==> src/hdl/isd_pkg.sv <==
package isd_pkg;

  // Field widths fixed by the frame format.
  localparam int BYTE_W = 8;
  localparam int LEN_W  = 7;
  localparam int IDX_W  = 6;
  localparam int CNT_W  = 7;

  // Default payload capacity.
  localparam int MAX_PAYLOAD_DEF = 64;

  // Frame layout.
  localparam int HDR_LEN         = 6;
  localparam int VERSION_POS     = 6;
  localparam int TYPE_POS        = 7;
  localparam int LENGTH_BYTE_POS = 8;
  localparam int LENGTH_POS      = 9;
  localparam int FRAME_OVERHEAD  = 10;
  localparam logic [CNT_W-1:0] TARGET_UNREACHABLE = 7'd127;

  // Reset value of the expected version register.
  localparam logic [BYTE_W-1:0] EXP_VERSION_RST = 8'd1;

  // Command queue between the front and back parts.
  localparam int QUEUE_DEPTH = 4;
  localparam int QPTR_W      = 2;

  // Header characters "IMPROV".
  function automatic logic [BYTE_W-1:0] hdr_byte(input logic [2:0] pos);
    logic [BYTE_W-1:0] val;
    case (pos)
      3'd0:    val = 8'h49;
      3'd1:    val = 8'h4D;
      3'd2:    val = 8'h50;
      3'd3:    val = 8'h52;
      3'd4:    val = 8'h4F;
      3'd5:    val = 8'h56;
      default: val = 8'h00;
    endcase
    return val;
  endfunction

  // Work handed from the front part to the back part.
  typedef enum logic [1:0] {
    CMD_WRITE,
    CMD_INVALID,
    CMD_EMPTY,
    CMD_PAYLOAD
  } cmd_kind_t;

  // data is the payload byte for a write and the packet type for an empty or payload frame;
  // arg is the store index for a write and the payload length for an emit.
  typedef struct packed {
    cmd_kind_t         kind;
    logic [BYTE_W-1:0] data;
    logic [LEN_W-1:0]  arg;
  } cmd_t;

  typedef struct packed {
    logic full;
    logic empty;
  } queue_stat_t;

  typedef enum logic [1:0] {
    BK_IDLE,
    BK_READ,
    BK_SHOW
  } back_state_t;

endpackage

==> src/hdl/isd_cmd_queue.sv <==
module isd_cmd_queue import isd_pkg::*; (
  input  logic        clk,
  input  logic        rst_n,
  input  logic        push,
  input  cmd_t        push_cmd,
  input  logic        pop,
  output cmd_t        head_cmd,
  output queue_stat_t stat
);

  cmd_t              slot_r [QUEUE_DEPTH];
  logic [QPTR_W-1:0] wr_ptr_r, wr_ptr_nxt;
  logic [QPTR_W-1:0] rd_ptr_r, rd_ptr_nxt;
  logic [QPTR_W:0]   cnt_r, cnt_nxt;
  logic              do_push, do_pop;

  // Status and head of the queue.
  assign stat.full  = (cnt_r == (QPTR_W + 1)'(QUEUE_DEPTH));
  assign stat.empty = (cnt_r == '0);
  assign head_cmd   = slot_r[rd_ptr_r];

  assign do_push = push && !stat.full;
  assign do_pop  = pop && !stat.empty;

  // Pointer and fill updates.
  always_comb begin
    wr_ptr_nxt = do_push ? wr_ptr_r + 1'b1 : wr_ptr_r;
    rd_ptr_nxt = do_pop ? rd_ptr_r + 1'b1 : rd_ptr_r;
    cnt_nxt    = cnt_r;
    if (do_push && !do_pop) begin
      cnt_nxt = cnt_r + 1'b1;
    end else if (do_pop && !do_push) begin
      cnt_nxt = cnt_r - 1'b1;
    end
  end

  always_ff @(posedge clk) begin
    if (!rst_n) begin
      wr_ptr_r <= '0;
      rd_ptr_r <= '0;
      cnt_r    <= '0;
    end else begin
      wr_ptr_r <= wr_ptr_nxt;
      rd_ptr_r <= rd_ptr_nxt;
      cnt_r    <= cnt_nxt;
    end
  end

  // Entry storage needs no reset.
  always_ff @(posedge clk) begin
    if (do_push) begin
      slot_r[wr_ptr_r] <= push_cmd;
    end
  end

endmodule

==> src/hdl/isd_front.sv <==
module isd_front import isd_pkg::*; #(
  parameter int MAX_PAYLOAD = MAX_PAYLOAD_DEF
) (
  input  logic              clk,
  input  logic              rst_n,
  input  logic              in_valid,
  output logic              in_ready,
  input  logic [BYTE_W-1:0] in_rx_byte,
  input  logic              cfg_we,
  input  logic [BYTE_W-1:0] cfg_wdata,
  input  queue_stat_t       q_stat,
  output logic              push,
  output cmd_t              push_cmd
);

  localparam logic [CNT_W-1:0] FRAME_BUFFER = CNT_W'(FRAME_OVERHEAD + MAX_PAYLOAD);

  logic [BYTE_W-1:0] exp_ver_r;
  logic [CNT_W-1:0]  count_r, count_nxt;
  logic [CNT_W-1:0]  target_r, target_nxt;
  logic [BYTE_W-1:0] sum_r, sum_nxt;
  logic [BYTE_W-1:0] version_r, version_nxt;
  logic [BYTE_W-1:0] type_r, type_nxt;
  logic [BYTE_W-1:0] length_r, length_nxt;
  logic              accept;
  logic              is_start;
  logic [CNT_W-1:0]  pos_inc;
  logic [CNT_W-1:0]  pay_idx;
  logic              frame_ok;

  // Every byte causes at most one command, so a free queue slot is enough.
  assign in_ready = !q_stat.full;
  assign accept   = in_valid && in_ready;
  assign is_start = (in_rx_byte == hdr_byte(3'd0));
  assign pos_inc  = count_r + 1'b1;
  assign pay_idx  = count_r - CNT_W'(LENGTH_POS);
  assign frame_ok = (version_r == exp_ver_r) && (sum_r == in_rx_byte);

  // Classify the incoming byte against the frame position.
  always_comb begin
    count_nxt   = count_r;
    target_nxt  = target_r;
    sum_nxt     = sum_r;
    version_nxt = version_r;
    type_nxt    = type_r;
    length_nxt  = length_r;
    push        = 1'b0;
    push_cmd    = '{kind: CMD_WRITE, data: in_rx_byte, arg: pay_idx};
    if (accept) begin
      if (count_r == '0 || (count_r < CNT_W'(HDR_LEN) &&
                            in_rx_byte != hdr_byte(count_r[2:0]))) begin
        // Hunt for the header, keeping a byte that can open one.
        count_nxt  = is_start ? CNT_W'(1) : '0;
        sum_nxt    = is_start ? in_rx_byte : '0;
        target_nxt = '0;
      end else if (count_r < CNT_W'(HDR_LEN)) begin
        count_nxt = pos_inc;
        sum_nxt   = sum_r + in_rx_byte;
      end else if (count_r >= FRAME_BUFFER) begin
        // Buffer full: report and restart with this byte.
        count_nxt     = is_start ? CNT_W'(1) : '0;
        sum_nxt       = is_start ? in_rx_byte : '0;
        target_nxt    = '0;
        push          = 1'b1;
        push_cmd.kind = CMD_INVALID;
        push_cmd.data = '0;
        push_cmd.arg  = '0;
      end else begin
        count_nxt = pos_inc;
        if (count_r == CNT_W'(VERSION_POS)) begin
          version_nxt = in_rx_byte;
        end else if (count_r == CNT_W'(TYPE_POS)) begin
          type_nxt = in_rx_byte;
        end else if (count_r == CNT_W'(LENGTH_BYTE_POS)) begin
          length_nxt = in_rx_byte;
          if (in_rx_byte <= BYTE_W'(MAX_PAYLOAD)) begin
            target_nxt = CNT_W'(FRAME_OVERHEAD) + CNT_W'(in_rx_byte);
          end else begin
            target_nxt = TARGET_UNREACHABLE;
          end
        end
        if (target_nxt == '0 || pos_inc < target_nxt) begin
          sum_nxt = sum_r + in_rx_byte;
          // Payload bytes go to the store in the back part.
          if (count_r >= CNT_W'(LENGTH_POS) && pay_idx < CNT_W'(MAX_PAYLOAD)) begin
            push = 1'b1;
          end
        end else begin
          // Checksum byte closes the frame.
          count_nxt     = '0;
          target_nxt    = '0;
          sum_nxt       = '0;
          push          = 1'b1;
          push_cmd.data = type_r;
          push_cmd.arg  = length_r[LEN_W-1:0];
          if (!frame_ok) begin
            push_cmd.kind = CMD_INVALID;
            push_cmd.data = '0;
            push_cmd.arg  = '0;
          end else if (length_r == '0) begin
            push_cmd.kind = CMD_EMPTY;
          end else begin
            push_cmd.kind = CMD_PAYLOAD;
          end
        end
      end
    end
  end

  always_ff @(posedge clk) begin
    if (!rst_n) begin
      exp_ver_r <= EXP_VERSION_RST;
      count_r   <= '0;
      target_r  <= '0;
      sum_r     <= '0;
      version_r <= '0;
      type_r    <= '0;
      length_r  <= '0;
    end else begin
      if (cfg_we) begin
        exp_ver_r <= cfg_wdata;
      end
      count_r   <= count_nxt;
      target_r  <= target_nxt;
      sum_r     <= sum_nxt;
      version_r <= version_nxt;
      type_r    <= type_nxt;
      length_r  <= length_nxt;
    end
  end

endmodule

==> src/hdl/isd_back.sv <==
module isd_back import isd_pkg::*; #(
  parameter int MAX_PAYLOAD = MAX_PAYLOAD_DEF
) (
  input  logic              clk,
  input  logic              rst_n,
  input  queue_stat_t       q_stat,
  input  cmd_t              head_cmd,
  output logic              pop,
  output logic              out_valid,
  input  logic              out_ready,
  output logic              out_status,
  output logic [BYTE_W-1:0] out_packet_type,
  output logic [LEN_W-1:0]  out_payload_length,
  output logic              out_has_data,
  output logic [BYTE_W-1:0] out_data_byte,
  output logic [IDX_W-1:0]  out_data_index,
  output logic              out_last
);

  localparam int ADDR_W = (MAX_PAYLOAD > 1) ? $clog2(MAX_PAYLOAD) : 1;

  logic [BYTE_W-1:0] store_mem [MAX_PAYLOAD];
  back_state_t       state_r, state_nxt;
  cmd_t              cmd_r, cmd_nxt;
  logic [ADDR_W-1:0] idx_r, idx_nxt;
  logic [BYTE_W-1:0] rd_data_r;
  logic              is_payload;
  logic              at_end;

  assign is_payload = (cmd_r.kind == CMD_PAYLOAD);
  assign at_end     = (LEN_W'(idx_r) + LEN_W'(1) == cmd_r.arg);

  // Next state: pop commands while idle, walk the payload on an emit.
  always_comb begin
    state_nxt = state_r;
    cmd_nxt   = cmd_r;
    idx_nxt   = idx_r;
    case (state_r)
      BK_IDLE: begin
        if (!q_stat.empty && head_cmd.kind != CMD_WRITE) begin
          cmd_nxt = head_cmd;
          idx_nxt = '0;
          state_nxt = (head_cmd.kind == CMD_PAYLOAD) ? BK_READ : BK_SHOW;
        end
      end
      BK_READ: begin
        state_nxt = BK_SHOW;
      end
      BK_SHOW: begin
        if (out_ready) begin
          if (is_payload && !at_end) begin
            idx_nxt   = idx_r + 1'b1;
            state_nxt = BK_READ;
          end else begin
            state_nxt = BK_IDLE;
          end
        end
      end
      default: begin
        state_nxt = BK_IDLE;
      end
    endcase
  end

  // Outputs of the result stage and the queue pop.
  always_comb begin
    pop                = (state_r == BK_IDLE) && !q_stat.empty;
    out_valid          = (state_r == BK_SHOW);
    out_status         = (cmd_r.kind == CMD_INVALID);
    out_packet_type    = out_status ? '0 : cmd_r.data;
    out_payload_length = is_payload ? cmd_r.arg : '0;
    out_has_data       = is_payload;
    out_data_byte      = is_payload ? rd_data_r : '0;
    out_data_index     = is_payload ? IDX_W'(idx_r) : '0;
    out_last           = !is_payload || at_end;
  end

  always_ff @(posedge clk) begin
    if (!rst_n) begin
      state_r <= BK_IDLE;
    end else begin
      state_r <= state_nxt;
    end
  end

  always_ff @(posedge clk) begin
    cmd_r <= cmd_nxt;
    idx_r <= idx_nxt;
  end

  // Payload store: written from write commands, read one entry per result.
  always_ff @(posedge clk) begin
    if (pop && head_cmd.kind == CMD_WRITE) begin
      store_mem[head_cmd.arg[ADDR_W-1:0]] <= head_cmd.data;
    end
    if (state_r == BK_READ) begin
      rd_data_r <= store_mem[idx_r];
    end
  end

endmodule

==> src/hdl/improv_serial_deframer.sv <==
// Serial frame parser for "IMPROV" packets. Bytes enter on in_* one per
// transfer; the front part takes one byte per cycle as long as its four-entry
// command queue has room, tracking header, version, type, length and checksum.
// Payload bytes are written into a payload store in the back part. At the
// frame's checksum byte the back part emits one result per payload byte (a
// registered store read in BK_READ, then the result shown in BK_SHOW until
// out_ready), or a single result for an empty or invalid frame. The queue
// lets input keep flowing while results drain. The expected version is
// written through cfg_we and cfg_wdata; the user must do so only while the
// block is idle, as the block does not enforce it. It resets to 1.
module improv_serial_deframer import isd_pkg::*; #(
  parameter int MAX_PAYLOAD = MAX_PAYLOAD_DEF
) (
  input  logic              clk,
  input  logic              rst_n,
  input  logic              in_valid,
  output logic              in_ready,
  input  logic [BYTE_W-1:0] in_rx_byte,
  output logic              out_valid,
  input  logic              out_ready,
  output logic              out_status,
  output logic [BYTE_W-1:0] out_packet_type,
  output logic [LEN_W-1:0]  out_payload_length,
  output logic              out_has_data,
  output logic [BYTE_W-1:0] out_data_byte,
  output logic [IDX_W-1:0]  out_data_index,
  output logic              out_last,
  input  logic              cfg_we,
  input  logic [BYTE_W-1:0] cfg_wdata
);

  queue_stat_t q_stat;
  logic        push, pop;
  cmd_t        push_cmd, head_cmd;

  // Byte classification and frame tracking.
  isd_front #(.MAX_PAYLOAD(MAX_PAYLOAD)) u_front (
    .clk       (clk),
    .rst_n     (rst_n),
    .in_valid  (in_valid),
    .in_ready  (in_ready),
    .in_rx_byte(in_rx_byte),
    .cfg_we    (cfg_we),
    .cfg_wdata (cfg_wdata),
    .q_stat    (q_stat),
    .push      (push),
    .push_cmd  (push_cmd)
  );

  // Command queue between the two parts.
  isd_cmd_queue u_queue (
    .clk     (clk),
    .rst_n   (rst_n),
    .push    (push),
    .push_cmd(push_cmd),
    .pop     (pop),
    .head_cmd(head_cmd),
    .stat    (q_stat)
  );

  // Payload store and result sequencing.
  isd_back #(.MAX_PAYLOAD(MAX_PAYLOAD)) u_back (
    .clk               (clk),
    .rst_n             (rst_n),
    .q_stat            (q_stat),
    .head_cmd          (head_cmd),
    .pop               (pop),
    .out_valid         (out_valid),
    .out_ready         (out_ready),
    .out_status        (out_status),
    .out_packet_type   (out_packet_type),
    .out_payload_length(out_payload_length),
    .out_has_data      (out_has_data),
    .out_data_byte     (out_data_byte),
    .out_data_index    (out_data_index),
    .out_last          (out_last)
  );

endmodule

==> config.mk <==
export PLATFORM = sky130hd
export DESIGN_NAME = improv_serial_deframer
export DESIGN_NICKNAME = d
export VERILOG_FILES = /design/src/hdl/isd_pkg.sv /design/src/hdl/isd_cmd_queue.sv /design/src/hdl/isd_front.sv /design/src/hdl/isd_back.sv /design/src/hdl/improv_serial_deframer.sv
export SDC_FILE = /design/constraint.sdc
export NUM_CORES = 1
export LEC_CHECK = 0
export ABC_AREA = 1
export BUFFER_PORTS_ARGS = -buffer_cell sky130_fd_sc_hd__buf_2
export CAP_MARGIN = 0
export CORE_MARGIN = 1.5
export CORE_UTILIZATION = 30
export CTS_CLUSTER_DIAMETER = 30
export DETAILED_ROUTE_END_ITERATION = 8
export HOLD_SLACK_MARGIN = 0.03
export SLEW_MARGIN = 40
export SYNTH_ARGS = -nofsm -noshare
export SYNTH_HDL_FRONTEND = slang
export SYNTH_SLANG_ARGS = --single-unit
==> constraint.sdc <==
create_clock -name clk -period 3.8 [get_ports clk]
set_input_delay 0.57 -clock clk [delete_from_list [all_inputs] [get_ports clk]]
set_output_delay 0.57 -clock clk [all_outputs]
set_load 0.03 [all_outputs]
### After elaboration in Yosys (flattened, before gate mapping)

Memories as Yosys holds them, arrays and structs flattened. A register that Yosys moved wholly into a read port is not among the register bits.
Index checks and enable logic that the tools add are counted.

| word-level totals | value |
|---|---|
| register bits after elaboration | 86 |
| RAM bits | 580 |
| output and inout port bits | 34 |
| word-level logic and storage cells | 158 |
| memories | 2 |

Memories:

| memory | words | bits a word | rd ports | clocked after Yosys merged registers in | write ports | RTL line | source |
|---|---|---|---|---|---|---|---|
| u_back.store_mem | 64 | 8 | 1 | 1 | 1 | isd_back.sv:22 | `logic [BYTE_W-1:0] store_mem [MAX_PAYLOAD];` |
| u_queue.slot_r | 4 | 17 | 1 | 1 | 1 | isd_cmd_queue.sv:11 | `cmd_t slot_r [QUEUE_DEPTH];` |

| operators by class | value |
|---|---|
| add/sub/neg operators | 10 |
| magnitude comparators | 6 |
| equality and inequality tests | 23 |
| multiplexer cells | 59 |
| bitwise logic cells | 5 |
| reductions and logical operators | 38 |

Operators with widths:

| cell | count |
|---|---|
| two-way mux 7 bit | 17 |
| two-way mux 17 bit | 5 |
| two-way mux 8 bit | 8 |
| one-hot mux 7 bit (6 select lines) | 1 |
| two-way mux 6 bit | 4 |
| equality test 8 bit | 2 |
| two-way mux 15 bit | 1 |
| equality test 7 x 3 -> 1 bit (second input constant) | 2 |
| logical NOT 7 bit | 2 |
| two-way mux 1 bit | 13 |
| logical AND 1 bit | 12 |
| two-way mux 2 bit | 6 |
| one-hot mux 6 bit (2 select lines) | 1 |
| equality test 3 bit (second input constant) | 3 |
| adder 8 bit | 1 |
| equality test 8 x 7 -> 1 bit (second input constant) | 1 |
| less-or-equal comparator 8 x 7 -> 1 bit (second input constant) | 1 |
| logical NOT 8 bit | 1 |
| != test 8 bit | 1 |
| adder 4 x 7 -> 7 bit (first input constant) | 1 |
| adder 6 x 1 -> 7 bit (second input constant) | 1 |
| adder 7 x 1 -> 7 bit (second input constant) | 1 |
| equality test 7 x 4 -> 1 bit (second input constant) | 1 |
| equality test 7 bit | 1 |
| 29 further kinds | 54 |

### Logic depth before layout (Yosys ltp)

Gate-level depths: netlist of the first run.

| depth | value |
|---|---|
| word-level depth | 21 |
| mapped depth | 26 |

### Hierarchy

From an unflattened synthesis of the first run, not the netlist that was laid out.

| unflattened totals | value |
|---|---|
| cell total of the unflattened synthesis | 2,667 |
| area, all modules | 28,985.3 um2 |

Modules (own cells, without submodules):

| module | times used | cells each | area an instance (um2) | seq. area each (um2) |
|---|---|---|---|---|
| isd_back | 1 | 1,924 | 22,348.9 | 16,345.7 |
| isd_front | 1 | 509 | 3,554.7 | 1,081.0 |
| isd_cmd_queue | 1 | 234 | 3,081.7 | 2,222.1 |

### Least setup slack after synthesis of the first run

Ideal clock, no wire load.

| timing | value |
|---|---|
| kind | flip-flop to flip-flop |
| from | reg with a tool-made name |
| to | reg u_back.cmd_r[14] (netlist name) (data pin) |
| arrival time | 2.993 ns |
| data required time | 3.242 ns |
| path slack | 0.249 ns |
| cell stages (with the launch flop) | 7 |
| buffers on the path | 3 |
| clock period less this slack | 3.551 ns |
| cells stage by stage | dfxtp_1 > buf_2 > inv_1 > clkbuf_1 > clkbuf_1 > o21ai_0 > o22ai_1 |

RTL lines:

| item | RTL line | source |
|---|---|---|
| end signal, assigned | isd_back.sv:87 | `cmd_r <= cmd_nxt;` |
| end, declared | isd_back.sv:24 | `cmd_t cmd_r, cmd_nxt;` |

### Worst setup path in the final report of the first run

| timing | value |
|---|---|
| from | reg u_front.count_r[0] |
| to | reg u_queue.cnt_r[1] |

| between the ends | value |
|---|---|
| elaborated cells between the ends (all ways) | 44 |

RTL lines:

| item | RTL line | source |
|---|---|---|
| start, declared | isd_front.sv:19 | `logic [CNT_W-1:0] count_r, count_nxt;` |
| start signal, assigned | isd_front.sv:123 | `count_r <= count_nxt;` |
| equality test 7 x 4 -> 1 bit | isd_front.sv:74 | `end else if (count_r == CNT_W'(LENGTH_BYTE_POS)) begin` |
| two-way mux 7 bit | isd_front.sv:74 |  |
| two-way mux 7 bit | isd_front.sv:72 | `end else if (count_r == CNT_W'(TYPE_POS)) begin` |
| two-way mux 7 bit | isd_front.sv:70 | `if (count_r == CNT_W'(VERSION_POS)) begin` |
| two-way mux 7 bit | isd_front.sv:59 | `end else if (count_r >= FRAME_BUFFER) begin` |
| two-way mux 7 bit | isd_front.sv:56 | `end else if (count_r < CNT_W'(HDR_LEN)) begin` |
| two-way mux 7 bit | isd_front.sv:50 | `if (count_r == '0 \|\| (count_r < CNT_W'(HDR_LEN) &&` |
| two-way mux 7 bit | isd_front.sv:49 | `if (accept) begin` |
| [4 not listed] | - |  |
| two-way mux 1 bit | isd_front.sv:56 |  |
| two-way mux 1 bit (*) | isd_front.sv:50 |  |
| two-way mux 1 bit (*) | isd_front.sv:49 |  |
| logical AND 1 bit (*) | isd_cmd_queue.sv:22 | `assign do_push = push && !stat.full;` |
| named net u_queue.do_push | isd_cmd_queue.sv:15 | `logic do_push, do_pop;` |
| logical AND 1 bit (*) | isd_cmd_queue.sv:30 | `if (do_push && !do_pop) begin` |
| two-way mux 3 bit (*) | isd_cmd_queue.sv:30 |  |
| named net u_queue.cnt_nxt[1] | isd_cmd_queue.sv:14 | `logic [QPTR_W:0] cnt_r, cnt_nxt;` |
| end signal, assigned | isd_cmd_queue.sv:45 | `cnt_r <= cnt_nxt;` |
| end, declared | isd_cmd_queue.sv:14 |  |

Mark *: on every way through the listed nets, which the timed path passes. The rest lies on a longest branch. The select of a mux whose other input is x is not followed.
A chain may end at the register's enable or synchronous reset.

==> results.cfg, run 1 <==
[status]
status = finished clean

[timing]
rsz0062_at_grt = false
fmax_mhz = 278
maxSlewViolCount = 0
fin_crit_ns = 3.60
tns_ns = 0
skew_ns = 0.0530
tightest_slew_ns = 0.845
relSlewSlack = 0.436
fin_crit_sh = 0.948
final-hold-violation-count = 0
setup_viol = 0

[setup_path]
path_buf_inv = 3
crit_slowest_cell = dfxtp_1
crit_required_ns = 4.36
path_delay_family = adder cells
critPathCaptureType = flip-flop
reg2reg_from = u_front.count_r[0]
path_class = flip-flop to flip-flop
critPathMaxFanout = 10
crit_chain = inv_1, ha_1, nand2_2, nor2_4, nand2_1, nand2_1, inv_1, ha_1, a21oi_1, nor2_1, a211oi_1, nand2_2, nand2_4, nand2_4, nor2_4, nor2_4, ha_1, inv_1, fa_1, o21ai_0, a21oi_1
r2r_end = u_queue.cnt_r[1]
arrival_ns = 4.16
cp_slowest_stage_delay_ns = 0.41
r2r_cells = 21
r2r_setup_slack_ns = 0.20
crit_path_start_kind = flip-flop

[placed_design]
io_buffers = 54
gp_congestion = 0.889
hpwl_um = 45000
placed_area_mm2 = 0.0301

[clock_tree]
clk_latency_ns = 0.72
cts_tree = yes
cts_max_level = 4
clkSinkCount = 676
ctsLongestPathBuffers = 3
ctsHoldBuffers = 0
cts_inserted_buffers = 130
cts.clk_slew.worst_paths_ns = 0.05
cts_root_buf = clkbuf_16

[layout]
multiInputGateArea_mm2 = 0.00725
fillerInstances = 8667
synthToLayoutAreaGrowth_pct = 24.5
postLayoutCellArea_mm2 = 0.0346
regArea_mm2 = 0.0196
nNetsFinal = 2457
drive_gt1_frac = 0.187

[floorplan]
core_mm2 = 0.0917
die_area_mm2 = 0.0944
pin_count = 55
fp.dieW_um = 307
start_util = 0.303
row_count = 111
die_h_um = 307

[synth]
ys.flop_type = edfxtp_1
synthDistinctLibCells = 52
synth-async-reset-ratio = 0
synthCells = 2231
mappedNetlistArea_mm2 = 0.0278
ys_ff_latch = 676
synth.net_count = 2280
synth-edff-count = 611
ys_seq_area_frac = 0.708
synth_warnings = 0
synth.avg_cell_area_um2 = 12.4

[routing]
final_antenna_net_count = 0
drt_iter0_drc = 1873
wl_met2_um = 34800
wl_um = 75000
drt-vias-per-instance = 5.08
wl_met1_um = 33100
vias = 18802
drt-pass1-iter-count = 5
wl_met3_um = 4970
top_layer_used = met4
wl_per_cell_um = 20.3
drc = 0

[worst_hold_path]
whs_endpoint = u_front.exp_ver_r[1]
holdCritStartpoint = cfg_wdata[1]
worstHoldPathType = input port to flip-flop
whs_path_depth = 3

[global_routing]
grt_usage = 0.158
grt_pass1_vias = 18593
antenna_found_initial = 0
grt.overflow.total = 0
grt_start_max_net_pins = 130
grt_pass1_wl_um = 114000

[power_and_ir_drop]
p_leak_nw = 12.0
powerDensity_mw_per_mm2 = 830
total_power_mw = 28.7
ir_worst_vdd_v = 0.000677

[flow_run]
max_cap_viol_count = 0
[per-stage QoR]
stage / util / hold WS [ns] / worst slack [ns] / cells
floorplan: - / 0.436 / 0.249 / 2231
global placement: 0.328 / 0.451 / 0.199 / 3459
detailed placement: 0.328 / 0.457 / 0.183 / 3459
CTS: 0.376 / 0.0614 / 0.112 / 3695
global route: 0.377 / 0.0870 / 0.00803 / 3698
finish: 0.377 / 0.0902 / 0.198 / 3699
[sequential cells by signal (all words and copies together) (netlist names), named ones only]
signal / cells
u_front.type_r: 8
u_queue.slot_r: 68
u_back.rd_data_r: 8
u_front.version_r: 8
u_queue.cnt_r: 3
u_front.target_r: 7
u_front.exp_ver_r: 8
u_queue.rd_ptr_r: 2
u_front.length_r: 8
u_back.store_mem: 512
u_front.sum_r: 8
u_queue.wr_ptr_r: 2
u_front.count_r: 7
u_back.idx_r: 6
u_back.state_r: 2
u_back.cmd_r: 17
[layout by cell type, fill, tap and decap left out, types with 8 or more instances in the layout]
| master | netlist | layout |
|---|---|---|
| clkbuf_1 | 102 | 21 |
| xor2_1 | 22 | 22 |
| nand2_2 | 9 | 9 |
| clkbuf_16 | 0 | 132 |
| o22ai_4 | 0 | 8 |
| nand3_2 | 12 | 12 |
| a21oi_2 | 9 | 10 |
| inv_1 | 121 | 118 |
| buf_4 | 2 | 110 |
| o21ai_0 | 129 | 129 |
| o21ai_1 | 9 | 9 |
| or2_2 | 8 | 8 |
| bufinv_16 | 0 | 13 |
| edfxtp_1 | 611 | 611 |
| nor2_2 | 5 | 18 |
| a21oi_1 | 318 | 317 |
| nand2_1 | 275 | 273 |
| clkinvlp_4 | 0 | 11 |
| dfxtp_1 | 65 | 65 |
| inv_2 | 7 | 9 |
| ha_1 | 26 | 26 |
| clkinv_1 | 2 | 17 |
| a32oi_1 | 8 | 8 |
| nor2_1 | 190 | 177 |
| buf_2 | 3 | 54 |
| nand3_1 | 84 | 84 |
| o22ai_2 | 8 | 8 |
| clkinv_2 | 1 | 19 |
| o221ai_1 | 128 | 128 |
[cell usage after synthesis (8+ instances only)]
library cell | count | area share
nor2_1 | 190 | 0.026
ha_1 | 26 | 0.012
nand2_1 | 275 | 0.037
o21ai_0 | 129 | 0.023
o21ai_1 | 9 | 0.0016
o221ai_1 | 128 | 0.040
or2_2 | 8 | 0.0018
nand2_2 | 9 | 0.0020
edfxtp_1 | 611 | 0.66
o22ai_2 | 8 | 0.0036
buf_1 | 15 | 0.0020
inv_1 | 121 | 0.016
a21oi_2 | 9 | 0.0028
xor2_1 | 22 | 0.0069
a21oi_1 | 318 | 0.057
dfxtp_1 | 65 | 0.047
o22ai_1 | 10 | 0.0023
clkbuf_1 | 102 | 0.014
nand3_2 | 12 | 0.0043
nand3_1 | 84 | 0.015
a32oi_1 | 8 | 0.0025
[logic make-up (layout without fill, tap and decap cells)]
logic type               count (synthesis)  after routing  synth area share
AND/OR/NAND/NOR                        613            613            0.0967
adder cells (fa/ha/maj)                 28             28            0.0132
AO/OA/AOI/OAI                          628            628             0.136
other                                    0              1                 0
flip-flops                             676            676             0.708
XOR/XNOR                                29             29           0.00915
buffers and inverters                  257            538            0.0366
[metal layers]
layer | track usage | up-vias
met5 | 0 | -
met4 | 0.0652 | 0
li1 | - | 8641
met2 | 0.246 | 682
met3 | 0.0312 | 138
met1 | 0.215 | 9341
[power by group]
group	internal [mW]	switching, mW	leakage [nW]
sequential	9.31	0.174	6.06
combinational	1.97	5.81	3.81
clock	7.40	3.99	2.13
total	18.7	9.98	12.0
[repair_timing]
| action | CTS | global route |
|---|---|---|
| setup endpoints to repair | 0 | 2 |
| gates resized for setup | 0 | 0 |
| setup buffers | 0 | 3 |
[final cells by class]
| type | count | share of cell area |
|---|---|---|
| inverter | 132 | 0.0145 |
| sequential | 676 | 0.569 |
| multi-input combinational | 1298 | 0.210 |
| clock buffer | 156 | 0.0991 |
| antenna | 1 | 0.0000724 |
| tap | 1186 | 0.0429 |
| clock inverter | 80 | 0.0297 |
| timing repair buffer | 170 | 0.0352 |
[tightest hold or removal path: cells and delay by family]
kind / cells / cell delay [ns]
and+or+nand+nor: 2 / 0.11
buffers and inverters: 1 / 0.08
[worst max-delay path by stage]
| stage | start | end | cells after the start |
|---|---|---|---|
| floorplan | flip-flop | u_back.cmd_r[14] | 6 |
| global placement | in_rx_byte[5] | u_queue.cnt_r[2] | 27 |
| detailed placement | in_rx_byte[5] | u_queue.cnt_r[1] | 24 |
| CTS | u_front.count_r[0] | u_queue.cnt_r[1] | 21 |
| global route | u_front.count_r[0] | u_queue.cnt_r[1] | 21 |
| finish | u_front.count_r[0] | u_queue.cnt_r[1] | 21 |
(Power assumes the default switching activity.)
==> run 2, diff against run 1 <==
--- a/config.mk
+++ b/config.mk
@@ -9,10 +9,12 @@
 export BUFFER_PORTS_ARGS = -buffer_cell sky130_fd_sc_hd__buf_2
 export CAP_MARGIN = 0
 export CORE_MARGIN = 1.5
-export CORE_UTILIZATION = 30
+export CORE_UTILIZATION = 50
 export CTS_CLUSTER_DIAMETER = 30
 export DETAILED_ROUTE_END_ITERATION = 8
 export HOLD_SLACK_MARGIN = 0.03
+export PLACE_DENSITY = 0.68
+export SETUP_SLACK_MARGIN = 0.4
 export SLEW_MARGIN = 40
 export SYNTH_ARGS = -nofsm -noshare
 export SYNTH_HDL_FRONTEND = slang
==> run 2 against run 1 <==
Via count up 0.35%. Wire length decreased by 7.5%. Global-route usage is 8.6 points higher. Non-clock buffer count is 19 higher. Combinational power is 2% lower. Die area shrank 40%. Clock skew decreased by 0.029 ns. Sequential share of layout area increased by 1.6 points. Setup slack better by 0.33 ns. Critical path depth fell by 15. Final area is 2.7% lower. Flip-flop and latch count did not move.
==> results.cfg, run 2 (synthesis gave the netlist of run 1 again) <==
[status]
status = finished clean

[layout]
nNetsFinal = 2457
fillerInstances = 4173
layout_common_cells = edfxtp_1, a21oi_1, nand2_1
synthToLayoutAreaGrowth_pct = 21.2
postLayoutCellArea_mm2 = 0.0336
largest_register_ffs = 512
final_common_cell = edfxtp_1
drive_gt1_frac = 0.194

[floorplan]
fp.dieW_um = 239
core_mm2 = 0.0550
row_count = 86
start_util = 0.505
die_h_um = 239
pin_count = 55
die_area_mm2 = 0.0569

[global_routing]
antenna_found_initial = 2
grt_pass1_vias = 18564
grt_usage = 0.244
grt_pass1_wl_um = 106000
grt_start_max_net_pins = 129
grt.overflow.total = 0

[routing]
vias = 18868
drt-pass1-iter-count = 7
drt_iter0_drc = 2009
drt-vias-per-instance = 5.80
drc = 0
wl_met2_um = 33200
wl_per_cell_um = 21.3
wl_met3_um = 5600
final_antenna_net_count = 0
top_layer_used = met5
wl_um = 69400
wl_met1_um = 28900

[clock_tree]
cts_max_level = 3
clkSinkCount = 676
ctsLongestPathBuffers = 3
cts.clk_slew.worst_paths_ns = 0.05
clk_latency_ns = 0.66
cts_root_buf = clkbuf_16
cts_inserted_buffers = 111
cts_tree = yes
ctsHoldBuffers = 0

[timing]
tns_ns = 0
final-hold-violation-count = 0
setup_viol = 0
fin_crit_sh = 0.861
skew_ns = 0.0243
tightest_slew_ns = 0.809
maxSlewViolCount = 0
fmax_mhz = 306
rsz0062_at_grt = true
fin_crit_ns = 3.27
relSlewSlack = 0.460

[setup_path]
crit_path_start_kind = flip-flop
arrival_ns = 2.70
critPathMaxFanout = 11
r2r_setup_slack_ns = 0.57
crit_required_ns = 3.23
path_class = flip-flop to primary output
critPathCaptureType = primary output

[placed_design]
hpwl_um = 42200
gp_congestion = 0.891
placed_area_mm2 = 0.0296
io_buffers = 54

[power_and_ir_drop]
powerDensity_mw_per_mm2 = 805
ir_worst_vdd_v = 0.000592
p_leak_nw = 11.8

[flow_run]
max_cap_viol_count = 0

[worst_hold_path]
worstHoldPathType = input port to flip-flop
## run 2: cell count changes in the layout (fill, tap and decap cells not counted), sizes merged
cell,before,now
clkbuf,156,128
buf,170,189
clkinv,51,40
inv,137,146
clkinvlp,11,14
## run 2: critical path: stages, from the launching register on
cell and delay [ns]:
edfxtp_1 0.66, inv_1 0.42, xor2_1 0.35, xor2_1 0.20, nand4_1 0.13, nand2_1 0.10
buf_2 0.20
## run 2: power by group
part | switching, mW | internal [mW] | total, mW
Sequential | 0.163 | 9.29 | 9.46
Combinational | 5.62 | 2.01 | 7.63
Clock | 3.60 | 6.40 | 10.0
## run 2: timing repair
item                                    in CTS  in global routing
setup buffers                                6                 14
pin swaps                                    2                 15
endpoints found under the setup margin       2                  3
gates resized for setup                      8                 31
## run 2: final timing paths
path,endpoint,cells past startpoint,startpoint
max,out_last,6,u_back.idx_r[5]
min reg2reg,u_front.target_r[5],2,u_front.target_r[5]
max reg2reg,u_queue.cnt_r[1],21,u_front.count_r[1]
min,u_front.exp_ver_r[0],3,cfg_wdata[0]
## run 2: routing by layer
metal  global-route usage  up-vias
met4               0.0842        2
li1                     -     8638
met5                    0        -
met2                0.389      840
met1                0.337     9259
met3               0.0439      129
## run 2: cell type report
| type | instances | area [um^2] | share of cell area |
|---|---|---|---|
| Clock inverter | 81 | 905 | 0.0269 |
| Timing Repair Buffer | 189 | 1410 | 0.0418 |
| Sequential cell | 676 | 19700 | 0.585 |
| Inverter | 132 | 507 | 0.0151 |
| Tap cell | 748 | 936 | 0.0278 |
| Clock buffer | 128 | 2890 | 0.0860 |
| Antenna cell | 1 | 2.50 | 0.0000744 |
| Multi-Input combinational cell | 1298 | 7320 | 0.218 |
## run 2: stage by stage
| stage | cells | hold WS [ns] | utilization | worst slack, ns | total power [mW] |
|---|---|---|---|---|---|
| after global placement | 3022 | 0.451 | 0.537 | 0.126 | 16.9 |
| after CTS | 3238 | 0.121 | 0.608 | 0.408 | 27.1 |
| after global routing | 3252 | 0.140 | 0.612 | 0.364 | 28.2 |
| after detailed placement | 3023 | 0.457 | 0.538 | 0.0365 | 17.1 |
| after floorplan | 2231 | 0.436 | - | 0.433 | 14.2 |
| final | 3253 | 0.151 | 0.612 | 0.530 | 27.1 |
==> run 3, diff against run 2 <==
--- a/config.mk
+++ b/config.mk
@@ -13,7 +13,7 @@
 export CTS_CLUSTER_DIAMETER = 30
 export DETAILED_ROUTE_END_ITERATION = 8
 export HOLD_SLACK_MARGIN = 0.03
-export PLACE_DENSITY = 0.68
+export PLACE_DENSITY = 0.66
 export SETUP_SLACK_MARGIN = 0.4
 export SLEW_MARGIN = 40
 export SYNTH_ARGS = -nofsm -noshare
==> constraint.sdc (replaced) <==
create_clock -name clk -period 3.7 [get_ports clk]
set_input_delay 0.555 -clock clk [delete_from_list [all_inputs] [get_ports clk]]
set_output_delay 0.555 -clock clk [all_outputs]
set_load 0.03 [all_outputs]
==> run 3 against run 2 <==
Total power is 5.7% higher. Count of clock-buffer cells in the layout is 5 higher. Sequential share of layout area is 0.58 points lower. Combinational power is 4.6% higher. Sequential power is 2.5% higher. Final area is 0.98% higher. Critical path type is now flip-flop to flip-flop. Critical endpoint is now u_queue.cnt_r[1].
==> results.cfg, run 3 (synthesis gave the netlist of run 1 again) <==
[routing]
final_antenna_net_count = 0
wl_per_cell_um = 21.6
drc = 0
drt-pass1-iter-count = 6
vias = 18970
drt-vias-per-instance = 5.79
drt_iter0_drc = 2181
wl_um = 70700

[layout]
postLayoutCellArea_mm2 = 0.0340
layout_common_cells = edfxtp_1, a21oi_1, nand2_1
nNetsFinal = 2472
final_common_cell = edfxtp_1
synthToLayoutAreaGrowth_pct = 22.4
stdcell_count = 3275
fillerInstances = 4148
regArea_mm2 = 0.0197
largest_register_ffs = 512
multiInputGateArea_mm2 = 0.00731
antenna_cells = 0
utilization = 0.618
drive_gt1_frac = 0.201

[power_and_ir_drop]
pwr-share-clk = 0.382
power_frac_comb = 0.279
powerDensity_mw_per_mm2 = 843
p_sw_mw = 9.83
seqPwrFrac = 0.339
ir_worst_vdd_v = 0.000755
p_int_mw = 18.8
p_leak_nw = 12.0
total_power_mw = 28.6
sw_frac_of_total = 0.344

[setup_path]
cp-startpoint = u_front.count_r[1]
crit_path_start_kind = flip-flop
critPathMaxFanout = 6
crit_required_ns = 4.23
crit_chain = inv_4, ha_4, nand2_2, nor2_4, buf_6, inv_2, nand2_1, nand2_2, inv_1, ha_4, a21oi_2, nor2_1, a211oi_2, nand2_2, nand2_4, nand2_4, nor2_4, nor2_4, ha_1, inv_2, fa_2, o21ai_2, a21oi_1
arrival_ns = 3.76
cp_slowest_stage_delay_ns = 0.44
critPathCaptureType = flip-flop
path_class = flip-flop to flip-flop
crit_slowest_cell = fa_2
r2r_setup_slack_ns = 0.48
reg2reg_from = u_front.count_r[1]
path_delay_family = adder cells
path_buf_inv = 5

[clock_tree]
cts_inserted_buffers = 119
cts_root_buf = clkbuf_16
cts.clk_slew.worst_paths_ns = 0.06
ctsHoldBuffers = 0
cts_max_level = 3
clk_latency_ns = 0.66
clkSinkCount = 676
ctsLongestPathBuffers = 3
cts_tree = yes

[placed_design]
preCtsSetupSlack_ns = 0.0686
gp_congestion = 0.904
hpwl_um = 41100
io_buffers = 54
placed_area_mm2 = 0.0296
dp_cells = 3026

[timing]
fin_crit_ns = 3.22
maxSlewViolCount = 0
final-hold-violation-count = 0
relSlewSlack = 0.457
fmax_mhz = 310
skew_ns = 0.0214
hold_ws_ns = 0.128
setup_viol = 0
fin_ws_ns = 0.476
tightest_slew_ns = 0.815
rsz0062_at_grt = true
tns_ns = 0
fin_crit_sh = 0.871

[floorplan]
pin_count = 55
row_count = 86
start_util = 0.505
die_area_mm2 = 0.0569
core_mm2 = 0.0550
die_h_um = 239
fp.dieW_um = 239

[global_routing]
antenna_found_initial = 1
grt.overflow.total = 0
grt_pass1_wl_um = 109000
grt_pass1_vias = 18885
grt_usage = 0.250
grt_start_max_net_pins = 130

[worst_hold_path]
worstHoldPathType = input port to flip-flop
holdCritStartpoint = cfg_wdata[2]

[status]
status = finished clean

[flow_run]
max_cap_viol_count = 0
run 3: cell count changes in the layout (fill, tap and decap cells not counted), moves of 5 or more:
cell | previous run | this run
clkbuf_16 | 113 | 121
buf_4 | 123 | 128
clkinv_4 | 8 | 13
clkinv_1 | 12 | 17
run 3: layout make-up:
class / count / share of cell area
clock buffers: 133 / 0.0908
clock inverters: 92 / 0.0298
inverters: 132 / 0.0150
multi-input cells: 1298 / 0.215
flip-flops and latches: 676 / 0.579
well taps: 748 / 0.0276
repair buffers: 196 / 0.0430
run 3: metal layers:
metal  share of wire  vias to the layer above  global-route usage
met2            0.48                      864               0.400
met3           0.079                      120              0.0431
li1                -                     8693                   -
met4           0.023                        0              0.0911
met5               0                        -                   0
met1            0.42                     9293               0.345
run 3: worst paths after layout:
check                               to  cells after the start
hold reg to reg    u_front.target_r[5]                      2
hold / removal    u_front.exp_ver_r[2]                      3
setup reg to reg      u_queue.cnt_r[1]                     23
setup / recovery      u_queue.cnt_r[1]                     23
run 3: what timing repair did:
| item | in CTS | in global routing |
|---|---|---|
| gates resized for setup | 7 | 24 |
| buffers inserted | 8 | 14 |
| cloned | 0 | 1 |
| pin swaps | 1 | 11 |
| endpoints found under the setup margin | 4 | 3 |
run 3: power groups by stage:
stage               Clock (mW)  Combinational (mW)  Sequential, mW
CTS                       11.0                7.83            9.71
global placement             0                7.57            9.86
floorplan                    0                4.76            9.80
detailed placement           0                7.74            9.87
finish                    10.9                7.98            9.70
global route              11.4                8.63            9.71
run 3: tightest hold or removal path, delay by kind of cell:
family	cells	cell delay [ns]
and+or+nand+nor	2	0.12
buffers and inverters	1	0.08
